$ cat config.mk
export PLATFORM = sky130hd
export DESIGN_NAME = clock_with_alarm_setting_controller
export DESIGN_NICKNAME = d
export VERILOG_FILES = /design/src/sv/cwasc_pkg.sv /design/src/sv/cwasc_in_reg.sv /design/src/sv/cwasc_core.sv /design/src/sv/cwasc_out_reg.sv /design/src/sv/clock_with_alarm_setting_controller.sv
export SDC_FILE = /design/constraint.sdc
export NUM_CORES = 1
export LEC_CHECK = 0
export BUFFER_PORTS_ARGS = -buffer_cell sky130_fd_sc_hd__buf_2
export CELL_PAD_IN_SITES_DETAIL_PLACEMENT = 1
export CELL_PAD_IN_SITES_GLOBAL_PLACEMENT = 1
export CORE_MARGIN = 1.5
export CORE_UTILIZATION = 35
export DETAILED_ROUTE_END_ITERATION = 12
export PLACE_DENSITY_LB_ADDON = 0.05
export SETUP_SLACK_MARGIN = 0.2
export SLEW_MARGIN = 0
export SYNTH_ARGS = -nofsm -noshare
export SYNTH_HDL_FRONTEND = slang
export SYNTH_SLANG_ARGS = --single-unit
$ cat constraint.sdc
create_clock -name aclk -period 4.83 [get_ports aclk]
set_input_delay 0.966 -clock aclk [delete_from_list [all_inputs] [get_ports aclk]]
set_output_delay 0.966 -clock aclk [all_outputs]
set_load 0.02 [all_outputs]
$ cat src/sv/cwasc_pkg.sv
// shared types and constants for the twelve-hour clock controller
// no dependencies

package cwasc_pkg;

    localparam int unsigned SPM_W = 6;

    localparam logic [SPM_W-1:0] SPM_MIN   = 6'd2;
    localparam logic [SPM_W-1:0] SPM_MAX   = 6'd60;
    localparam logic [SPM_W-1:0] SPM_RESET = 6'd60;

    localparam logic [3:0] HOUR_LAST   = 4'd12;
    localparam logic [3:0] HOUR_FIRST  = 4'd1;
    localparam logic [2:0] TENS_LAST   = 3'd5;
    localparam logic [3:0] ONES_LAST   = 4'd9;
    localparam logic [5:0] ALARM_MIN_LAST = 6'd59;

    typedef enum logic [2:0] {
        MODE_DISPLAY      = 3'd0,
        MODE_SET_HOUR     = 3'd1,
        MODE_SET_MINUTE   = 3'd2,
        MODE_CHIME        = 3'd3,
        MODE_ALARM        = 3'd4,
        MODE_ALARM_HOUR   = 3'd5,
        MODE_ALARM_MINUTE = 3'd6
    } mode_t;

    typedef struct packed {
        logic tick;
        logic mode_button_level;
        logic adjust_button_level;
    } item_t;

    typedef struct packed {
        logic [2:0] mode;
        logic [3:0] hours;
        logic [2:0] minute_tens;
        logic [3:0] minute_ones;
        logic [5:0] seconds;
        logic       is_pm;
        logic       blink_dot;
        logic       show_hours_minutes;
        logic       chime_on;
        logic       alarm_on;
        logic [3:0] alarm_hour;
        logic [5:0] alarm_minute;
    } result_t;

endpackage

$ cat src/sv/cwasc_in_reg.sv
// input register stage for the clock controller
// depends on cwasc_pkg

module cwasc_in_reg import cwasc_pkg::*; (
    input  logic  aclk,
    input  logic  aresetn,
    input  logic  s_valid,
    output logic  s_ready,
    input  item_t s_item,
    input  logic  item_take,
    output logic  item_valid,
    output item_t item
);

    logic  valid_reg;
    logic  valid_next;
    item_t item_reg;

    assign s_ready    = !valid_reg || item_take;
    assign valid_next = (s_valid && s_ready) || (valid_reg && !item_take);

    always_ff @(posedge aclk) begin
        if (!aresetn) begin
            valid_reg <= 1'b0;
        end else begin
            valid_reg <= valid_next;
        end
    end

    always_ff @(posedge aclk) begin
        if (s_valid && s_ready) begin
            item_reg <= s_item;
        end
    end

    assign item_valid = valid_reg;
    assign item       = item_reg;

endmodule

$ cat src/sv/cwasc_core.sv
// clock state registers and the per-item update logic
// depends on cwasc_pkg

module cwasc_core import cwasc_pkg::*; (
    input  logic             aclk,
    input  logic             aresetn,
    input  logic             cfg_we,
    input  logic [SPM_W-1:0] cfg_data,
    input  logic             item_take,
    input  item_t            item,
    output result_t          res_next
);

    logic [SPM_W-1:0] spm_reg;
    logic [1:0]       levels_reg;
    mode_t            mode_reg;
    logic [3:0]       hour_reg;
    logic [2:0]       tens_reg;
    logic [3:0]       ones_reg;
    logic [5:0]       sec_reg;
    logic             pm_reg;
    logic             dot_reg;
    logic             view_reg;
    logic             chime_reg;
    logic             alarm_reg;
    logic [3:0]       alarm_hour_reg;
    logic [5:0]       alarm_min_reg;

    mode_t            mode_next;
    logic [3:0]       hour_next;
    logic [2:0]       tens_next;
    logic [3:0]       ones_next;
    logic [5:0]       sec_next;
    logic             pm_next;
    logic             dot_next;
    logic             view_next;
    logic             chime_next;
    logic             alarm_next;
    logic [3:0]       alarm_hour_next;
    logic [5:0]       alarm_min_next;

    logic [1:0]       levels_in;
    logic [1:0]       falling;
    logic [SPM_W-1:0] limit;
    logic [6:0]       sec_inc;
    logic             min_wrap;

    assign levels_in = {item.adjust_button_level, item.mode_button_level};
    assign falling   = levels_reg & ~levels_in;

    // clamp the register before use
    always_comb begin
        if (spm_reg < SPM_MIN) begin
            limit = SPM_MIN;
        end else if (spm_reg > SPM_MAX) begin
            limit = SPM_MAX;
        end else begin
            limit = spm_reg;
        end
    end

    always_comb begin
        mode_next       = mode_reg;
        hour_next       = hour_reg;
        tens_next       = tens_reg;
        ones_next       = ones_reg;
        sec_next        = sec_reg;
        pm_next         = pm_reg;
        dot_next        = dot_reg;
        view_next       = view_reg;
        chime_next      = chime_reg;
        alarm_next      = alarm_reg;
        alarm_hour_next = alarm_hour_reg;
        alarm_min_next  = alarm_min_reg;
        sec_inc         = 7'd0;
        min_wrap        = 1'b0;

        // mode button first
        if (falling[0]) begin
            if ((mode_reg == MODE_ALARM && !alarm_reg) || mode_reg == MODE_ALARM_MINUTE) begin
                mode_next = MODE_DISPLAY;
            end else begin
                mode_next = mode_t'(mode_reg + 3'd1);
            end
            if (mode_next == MODE_SET_HOUR) begin
                sec_next = 6'd0;
            end
        end

        // then the adjust button, acting on the updated mode
        if (falling[1]) begin
            unique case (mode_next)
                MODE_DISPLAY: view_next = !view_reg;
                MODE_SET_HOUR: begin
                    if (hour_reg >= HOUR_LAST) begin
                        hour_next = HOUR_FIRST;
                        pm_next   = !pm_reg;
                    end else begin
                        hour_next = hour_reg + 4'd1;
                    end
                end
                MODE_SET_MINUTE: begin
                    if (ones_reg >= ONES_LAST) begin
                        ones_next = 4'd0;
                        tens_next = (tens_reg >= TENS_LAST) ? 3'd0 : tens_reg + 3'd1;
                    end else begin
                        ones_next = ones_reg + 4'd1;
                    end
                end
                MODE_CHIME: chime_next = !chime_reg;
                MODE_ALARM: alarm_next = !alarm_reg;
                MODE_ALARM_HOUR: begin
                    alarm_hour_next = (alarm_hour_reg >= HOUR_LAST) ? HOUR_FIRST
                                                                    : alarm_hour_reg + 4'd1;
                end
                MODE_ALARM_MINUTE: begin
                    alarm_min_next = (alarm_min_reg >= ALARM_MIN_LAST) ? 6'd0
                                                                       : alarm_min_reg + 6'd1;
                end
                default: ;
            endcase
        end

        // the tick last; time is frozen while hour or minute is being set
        if (item.tick && mode_next != MODE_SET_HOUR && mode_next != MODE_SET_MINUTE) begin
            dot_next = !dot_reg;
            sec_inc  = {1'b0, sec_next} + 7'd1;
            if (sec_inc >= {1'b0, limit}) begin
                sec_next = 6'd0;
                if (ones_reg >= ONES_LAST) begin
                    ones_next = 4'd0;
                    if (tens_reg >= TENS_LAST) begin
                        tens_next = 3'd0;
                        min_wrap  = 1'b1;
                    end else begin
                        tens_next = tens_reg + 3'd1;
                    end
                end else begin
                    ones_next = ones_reg + 4'd1;
                end
                if (min_wrap) begin
                    if (hour_reg >= HOUR_LAST) begin
                        hour_next = HOUR_FIRST;
                        pm_next   = !pm_reg;
                    end else begin
                        hour_next = hour_reg + 4'd1;
                    end
                end
            end else begin
                sec_next = sec_inc[5:0];
            end
        end
    end

    always_ff @(posedge aclk) begin
        if (!aresetn) begin
            spm_reg <= SPM_RESET;
        end else if (cfg_we) begin
            spm_reg <= cfg_data;
        end
    end

    always_ff @(posedge aclk) begin
        if (!aresetn) begin
            levels_reg     <= 2'b11;
            mode_reg       <= MODE_DISPLAY;
            hour_reg       <= HOUR_LAST;
            tens_reg       <= 3'd0;
            ones_reg       <= 4'd0;
            sec_reg        <= 6'd0;
            pm_reg         <= 1'b1;
            dot_reg        <= 1'b0;
            view_reg       <= 1'b1;
            chime_reg      <= 1'b1;
            alarm_reg      <= 1'b1;
            alarm_hour_reg <= HOUR_LAST;
            alarm_min_reg  <= 6'd0;
        end else if (item_take) begin
            levels_reg     <= levels_in;
            mode_reg       <= mode_next;
            hour_reg       <= hour_next;
            tens_reg       <= tens_next;
            ones_reg       <= ones_next;
            sec_reg        <= sec_next;
            pm_reg         <= pm_next;
            dot_reg        <= dot_next;
            view_reg       <= view_next;
            chime_reg      <= chime_next;
            alarm_reg      <= alarm_next;
            alarm_hour_reg <= alarm_hour_next;
            alarm_min_reg  <= alarm_min_next;
        end
    end

    always_comb begin
        res_next.mode               = mode_next;
        res_next.hours              = hour_next;
        res_next.minute_tens        = tens_next;
        res_next.minute_ones        = ones_next;
        res_next.seconds            = sec_next;
        res_next.is_pm              = pm_next;
        res_next.blink_dot          = dot_next;
        res_next.show_hours_minutes = view_next;
        res_next.chime_on           = chime_next;
        res_next.alarm_on           = alarm_next;
        res_next.alarm_hour         = alarm_hour_next;
        res_next.alarm_minute       = alarm_min_next;
    end

endmodule

$ cat src/sv/cwasc_out_reg.sv
// result register stage for the clock controller
// depends on cwasc_pkg

module cwasc_out_reg import cwasc_pkg::*; (
    input  logic    aclk,
    input  logic    aresetn,
    input  logic    res_load,
    input  result_t res_in,
    output logic    res_free,
    output logic    m_valid,
    input  logic    m_ready,
    output result_t res_out
);

    logic    valid_reg;
    logic    valid_next;
    result_t res_reg;

    assign res_free   = !valid_reg || m_ready;
    assign valid_next = res_load || (valid_reg && !m_ready);

    always_ff @(posedge aclk) begin
        if (!aresetn) begin
            valid_reg <= 1'b0;
        end else begin
            valid_reg <= valid_next;
        end
    end

    always_ff @(posedge aclk) begin
        if (res_load) begin
            res_reg <= res_in;
        end
    end

    assign m_valid = valid_reg;
    assign res_out = res_reg;

endmodule

$ cat src/sv/clock_with_alarm_setting_controller.sv
// twelve-hour clock controller with chime and alarm settings
// an accepted item is held in the input register, then its result is loaded into the result register
// when the result register has room; one item per cycle sustained while m_ready stays high
// the update is a single pass of small counter logic between the two registers
// reset (aresetn low, synchronous): 12:00:00 PM, display mode, both stages empty
// depends on cwasc_pkg, cwasc_in_reg, cwasc_core, cwasc_out_reg

module clock_with_alarm_setting_controller import cwasc_pkg::*; (
    input  logic             aclk,
    input  logic             aresetn,
    input  logic             cfg_valid,
    output logic             cfg_ready,
    input  logic [SPM_W-1:0] cfg_data,
    input  logic             s_valid,
    output logic             s_ready,
    input  logic             s_tick,
    input  logic             s_mode_button_level,
    input  logic             s_adjust_button_level,
    output logic             m_valid,
    input  logic             m_ready,
    output logic [2:0]       m_mode,
    output logic [3:0]       m_hours,
    output logic [2:0]       m_minute_tens,
    output logic [3:0]       m_minute_ones,
    output logic [5:0]       m_seconds,
    output logic             m_is_pm,
    output logic             m_blink_dot,
    output logic             m_show_hours_minutes,
    output logic             m_chime_on,
    output logic             m_alarm_on,
    output logic [3:0]       m_alarm_hour,
    output logic [5:0]       m_alarm_minute
);

    item_t   s_item;
    item_t   item;
    logic    item_valid;
    logic    item_take;
    logic    res_free;
    result_t res_next;
    result_t res_out;

    assign cfg_ready = 1'b1;

    assign s_item.tick                = s_tick;
    assign s_item.mode_button_level   = s_mode_button_level;
    assign s_item.adjust_button_level = s_adjust_button_level;

    // an item moves on when the result register has room
    assign item_take = item_valid && res_free;

    cwasc_in_reg u_in_reg (
        .aclk       (aclk),
        .aresetn    (aresetn),
        .s_valid    (s_valid),
        .s_ready    (s_ready),
        .s_item     (s_item),
        .item_take  (item_take),
        .item_valid (item_valid),
        .item       (item)
    );

    cwasc_core u_core (
        .aclk      (aclk),
        .aresetn   (aresetn),
        .cfg_we    (cfg_valid && cfg_ready),
        .cfg_data  (cfg_data),
        .item_take (item_take),
        .item      (item),
        .res_next  (res_next)
    );

    cwasc_out_reg u_out_reg (
        .aclk     (aclk),
        .aresetn  (aresetn),
        .res_load (item_take),
        .res_in   (res_next),
        .res_free (res_free),
        .m_valid  (m_valid),
        .m_ready  (m_ready),
        .res_out  (res_out)
    );

    assign m_mode               = res_out.mode;
    assign m_hours              = res_out.hours;
    assign m_minute_tens        = res_out.minute_tens;
    assign m_minute_ones        = res_out.minute_ones;
    assign m_seconds            = res_out.seconds;
    assign m_is_pm              = res_out.is_pm;
    assign m_blink_dot          = res_out.blink_dot;
    assign m_show_hours_minutes = res_out.show_hours_minutes;
    assign m_chime_on           = res_out.chime_on;
    assign m_alarm_on           = res_out.alarm_on;
    assign m_alarm_hour         = res_out.alarm_hour;
    assign m_alarm_minute       = res_out.alarm_minute;

`ifndef ASSERT_OFF
    a_take_gives_result: assert property (@(posedge aclk) disable iff (!aresetn)
        item_take |=> m_valid)
        else $error("item left the input register but no result appeared");

    a_hours_range: assert property (@(posedge aclk) disable iff (!aresetn)
        m_valid |-> (m_hours >= HOUR_FIRST && m_hours <= HOUR_LAST &&
                     m_alarm_hour >= HOUR_FIRST && m_alarm_hour <= HOUR_LAST))
        else $error("hour count out of range");

    a_minute_range: assert property (@(posedge aclk) disable iff (!aresetn)
        m_valid |-> (m_minute_tens <= TENS_LAST && m_minute_ones <= ONES_LAST &&
                     m_alarm_minute <= ALARM_MIN_LAST))
        else $error("minute digits out of range");

    a_frozen_seconds: assert property (@(posedge aclk) disable iff (!aresetn)
        (item_take && res_next.mode == MODE_SET_HOUR) |=> (m_seconds == 6'd0))
        else $error("seconds not held at zero while setting the hour");
`endif

endmodule
Word-level counts from Yosys, hierarchy flattened
Cells that the tools add are included.

operators by class
  bitwise operators = 2
  reduce and logical (&&, ||, !) cells = 22
  equality and inequality tests = 11
  muxes and demuxes = 51
  order comparisons = 8
  add/sub/neg operators = 7

operator list
  kind                   number
  $mux W4                14
  $mux W6                9
  $mux W3                10
  $mux W1                18
  $eq A3 B3 Y1 const B   5
  $add A4 B1 Y4 const B  3
  $ge A4 B4 Y1 const B   3
  $logic_not A1 Y1       9
  $add A6 B1 Y7 const B  1
  $ge A7 B6 Y1           1
  $logic_and A1 B1 Y1    7
  $add A3 B1 Y3 const B  2
  $add A6 B1 Y6 const B  1
  $eq A3 B1 Y1 const B   2
  $eq A3 B2 Y1 const B   2
  $ge A6 B6 Y1 const B   1
  $gt A6 B6 Y1 const B   1
  $lt A6 B2 Y1 const B   1
  $logic_or A1 B1 Y1     5
  $ge A3 B3 Y1 const B   1
  $logic_not A3 Y1       1
  $ne A3 B1 Y1 const B   1
  $ne A3 B2 Y1 const B   1
  $and A2 B2 Y2          1
  $not A2 Y2             1

word-level totals
  logic and storage cells = 132
  output and inout bits = 38
  flip-flop bits (word level) = 83
  input port bits = 14

Logic depth before layout (Yosys ltp)
  depth in word-level cells = 15
  gate-level depth with buffers = 17
  mapped depth without buffers = 14

By module
Synthesis repeated with hierarchy kept, for this count alone.

second synthesis, totals
  cells, all modules = 484
  area, all modules = 4,588.2 sq um

modules (own cells, without submodules)
  module                               cells an instance  times used  area each (sq um)  seq. area each (sq um)
  cwasc_core                           434                1           3,323.2            860.8
  cwasc_out_reg                        39                 1           1,099.8            1,071.0
  cwasc_in_reg                         8                  1           147.6              110.1
  clock_with_alarm_setting_controller  3                  1           17.5               0.0

Least setup slack after synthesis
OpenSTA, ideal clock, no wires.

  kind = register to register
  start = register u_core.mode_reg[0]
  end = register u_core.pm_reg
  path buffers = 3
  setup time = 62 ps
  slack = 845 ps
  arrival = 3,922 ps
  stages on the path, launching flop included = 18
  data required time = 4,768 ps
  clock period less this slack = 3,985 ps
  cell sequence = dfxtp_1 -> clkbuf_1 -> inv_1 -> ha_1 -> nor2b_1 -> o31ai_1 -> and2_1 -> clkbuf_1 -> a21oi_1 -> ha_1 -> a21o_1 -> a31oi_1 -> o211ai_1 -> o211ai_4 -> o31a_1 -> buf_6 -> or4_1 -> nand3_1

on the way
  word-level cells in the longest chain between the ends = 13
  elaborated cells on any way between the ends = 24
  classes of those cells = add/sub (2); order compare (1); eq/ne (6); mux (11); reduce/logical (4)

RTL lines
  what                                                    line               source
  start: declaration                                      cwasc_core.sv:16   mode_t mode_reg;
  start signal: assignment                                cwasc_core.sv:180  mode_reg <= mode_next;
  branches (longest 12 deep; another with $add A6 B1 Y7)  n/a
  $mux W1 *                                               cwasc_core.sv:125  if (item.tick && mode_next != MODE_SET_HOUR && mode_next != MODE_SET_MINUTE) begin
  end signal: assignment                                  cwasc_core.sv:185  pm_reg <= pm_next;
  end: declaration                                        cwasc_core.sv:21   logic pm_reg;

Every way passes the cells marked *. The select of a mux whose other input is x is not followed.
A chain may end at the register's enable or synchronous reset.

Worst setup path after layout
Same ends and word-level chain as after synthesis.

==> key figures <==
Run status
  • Status: finished, final reports clean

Synth
  • Top cell type by total area after synthesis: edfxtp_1
  • Synth unique cells: 59
  • Synth top area cells: edfxtp_1, dfxtp_1, nand2_1
  • Yosys reg bits: 83
  • Cells after Synth: between 400 and 500
  • Post-Syn Nets: about 480
  • Netlist Area Pre-Place: 4260 sq um
  • Synthesis warning total: 0
  • Mean Syn Cell Area: 9.43 sq um
  • Post-synth EDFFs: 38
  • Asr flop ratio synth: 0
  • Area share of the leading cell type in the synthesized netlist: 0.268
  • Register area share after synthesis: 0.479
  • Ys flop type: dfxtp_1

Pwr
  • LEAKAGE: 1.87 nW
  • VDD IR max: 125 uV
  • PwrDens: 345 nW/um^2

Clock network
  • CTS tree: built
  • H-tree levels: 3
  • Maximum root-to-sink buffer count: 2
  • Skew-Pair Late Insertion Delay: 0.35 ns
  • Setup repair bufs after CTS: 0
  • TritonCTS Buffers: 9
  • Clock root buffer: clkbuf_16
  • CTS clk-pin slew, worst paths: 0.06 ns
  • Num Clock Sinks: 83

Critical path
  • Critical path's slowest cell: dfxtp_1
  • Crit-path max FO: 14
  • Most used cell, CP: ha_1
  • Kind of critical path: reg -> reg
  • CP delay by family, top: compound AO/OA/AOI/OAI gates
  • Startpoint Class: register
  • WP data arrival: approximately 4.5 ns
  • Req. time, crit path: 5.11 ns
  • Crit end category: register
  • Critical path's largest stage delay: 0.60 ns
  • Worst Path Buf+Inv: 1
  • CP Cell Sequence: inv_1 > ha_1 > nor2b_1 > o31ai_2 > nand2_1 > and2_1 > ha_1 > nand2b_1 > a31oi_1 > o211ai_1 > o211ai_4 > o31a_1 > or4_1 > nand3_1

Run
  • Max cap viols: 0

Route
  • Routed vias/inst: 5.17
  • Routed Antenna Nets: 0
  • DRC viols: 0
  • DR WL/cell: 15.2 microns
  • DRT Pass-1 Iters: 4
  • Starting DRC count in detailed routing: 97
  • Total number of vias: 3339
  • Routed wire length: 9.83 mm

Timing
  • Slew HR: 0.406
  • Setup ws final: 0.641 ns
  • Final hold vios: 0
  • Setup violators final: 0
  • Clock Skews: between 0.006 and 0.007 ns
  • Worst hold slack: 0.468 ns
  • Final slew viol count: 0
  • Tmin final: around 4.2 ns
  • RSZ-0062 raised after global routing: false
  • Fmax achieved: 0.239 GHz
  • Worst-margin pin slew: ~0.9 ns
  • TNS Setup: 0 ns
  • Fin crit share: 0.867

Placed design
  • GP Congestion: 0.779
  • Placed insts: 630
  • I/O Buffers: 50
  • Hpwl dp: 6.80 mm
  • DP Worst Slack: approximately 0.53 ns

Layout
  • Layout cells sized above 1: 0.180
  • Fillers: 1388
  • Non-filler cells in the finished layout: 646
  • Final #Nets: 525
  • Layout area overhead: 16.0%
  • Largest register FFs: 35
  • Post-route core utilization: 0.414
  • Ant diodes: 0

Min path
  • Type of the tightest min-delay check: reg -> reg

Global route
  • First-pass GRT wire length: 16.3 mm
  • Initial antenna violation count: 0
  • Vias in the first global route: ~3200
  • Overflow after GRT: 0
  • Largest net degree at the start of global routing: 30
  • GRT Util Overall: 0.162

Floorplanning
  • I/O pin count: 52
  • Die ar.: 12900 sq um
  • FP Rows: 40
  • Die Ht: between 100 and 150 microns
  • Starting density of the core: 0.356
  • Core Footprint: 12000 sq um
  • Die width: between 100 and 150 microns
per-stage QoR:
step / total power [mW] / instance area (sq um)
floorplan: 0.892 / 4260
global placement: 0.931 / 4600
detailed placement: 0.933 / 4600
CTS: 1.73 / 4940
global route: 1.78 / 4950
finish: 1.71 / 4950
cells in the mapped netlist (5+ instances only):
cell type,count
o211ai_1,8
inv_1,15
mux2i_1,7
xor2_1,5
clkbuf_1,11
xnor2_1,8
edfxtp_1,38
nand2b_1,10
nor3_1,9
a31oi_1,6
dfxtp_1,45
nor2b_1,8
or3_1,7
o21ai_0,31
a21oi_1,20
and2_1,8
mux2_2,5
nor2_1,40
ha_1,17
nand2_1,65
nand3_1,21
nand4_1,5
path summary, 6_finish.rpt:
kind	start	end	slack, ns	cells after the start
min	u_core.levels_reg[1]$_SDFFE_PN1P_	u_core.levels_reg[1]$_SDFFE_PN1P_	0.47	2
max	u_core.mode_reg[0]$_SDFFE_PN0P_	u_core.pm_reg$_SDFFE_PN1P_	0.64	14
max reg2reg	u_core.mode_reg[0]$_SDFFE_PN0P_	u_core.pm_reg$_SDFFE_PN1P_	0.64	14
min reg2reg	u_core.levels_reg[1]$_SDFFE_PN1P_	u_core.levels_reg[1]$_SDFFE_PN1P_	0.47	2
cell families (layout without fill, tap and decap cells):
kind of cell / after synthesis / after routing / share of synthesized area
compound gates: 104 / 104 / 0.169
xor+xnor: 13 / 13 / 0.0267
fa+ha+maj: 17 / 17 / 0.0499
buf+inv: 36 / 83 / 0.0390
flops: 83 / 83 / 0.479
mux: 12 / 12 / 0.0296
other cells: 1 / 1 / 0.000879
simple gates: 186 / 186 / 0.206
where the power goes:
group / leakage (nW) / internal (mW) / switching, mW
combinational: 0.995 / 0.0461 / 0.0983
clock: 0.164 / 0.502 / 0.286
sequential: 0.714 / 0.759 / 0.0140
total: 1.87 / 1.31 / 0.398
layout by cell type, fill, tap and decap left out, types with 8 or more instances in the layout:
cell type,count
clkbuf_16,9
o211ai_1,8
nor2b_1,8
nand3_1,21
a21oi_1,20
nand2_1,65
nor2_1,40
dfxtp_1,45
buf_2,50
o21ai_0,31
nand2b_1,10
ha_1,17
xnor2_1,8
edfxtp_1,38
nor3_1,8
inv_1,14
layer usage:
| metal | vias up | GRT usage | routed length, microns |
|---|---|---|---|
| met5 | - | 0 | 0 |
| met4 | 0 | 0.0592 | 122 |
| met3 | 11 | 0.0420 | 251 |
| met2 | 38 | 0.259 | 4570 |
| met1 | 1584 | 0.213 | 4880 |
| li1 | 1706 | - | - |
worst min-delay path: cells and delay by family (launching register included):
kind,cells,cell delay (ns)
flip-flops,1,0.31
AND/OR/NAND/NOR,2,0.11
area by class of cell:
cell class | instances | area (sq um) | share of cell area
clock buffer | 10 | 229 | 0.0463
clock inverter | 6 | 104 | 0.0210
inverter | 15 | 56.3 | 0.0114
multi-input combinational | 333 | 2070 | 0.418
sequential | 83 | 2040 | 0.413
tap | 147 | 184 | 0.0372
timing repair buffer | 52 | 265 | 0.0536
repair_timing:
action / CTS / global route
setup endpoints to repair: 0 / 7
gates resized for setup: 0 / 3
hold buffers: 0 / 0
Note: power is estimated with default switching activity, not from simulation.
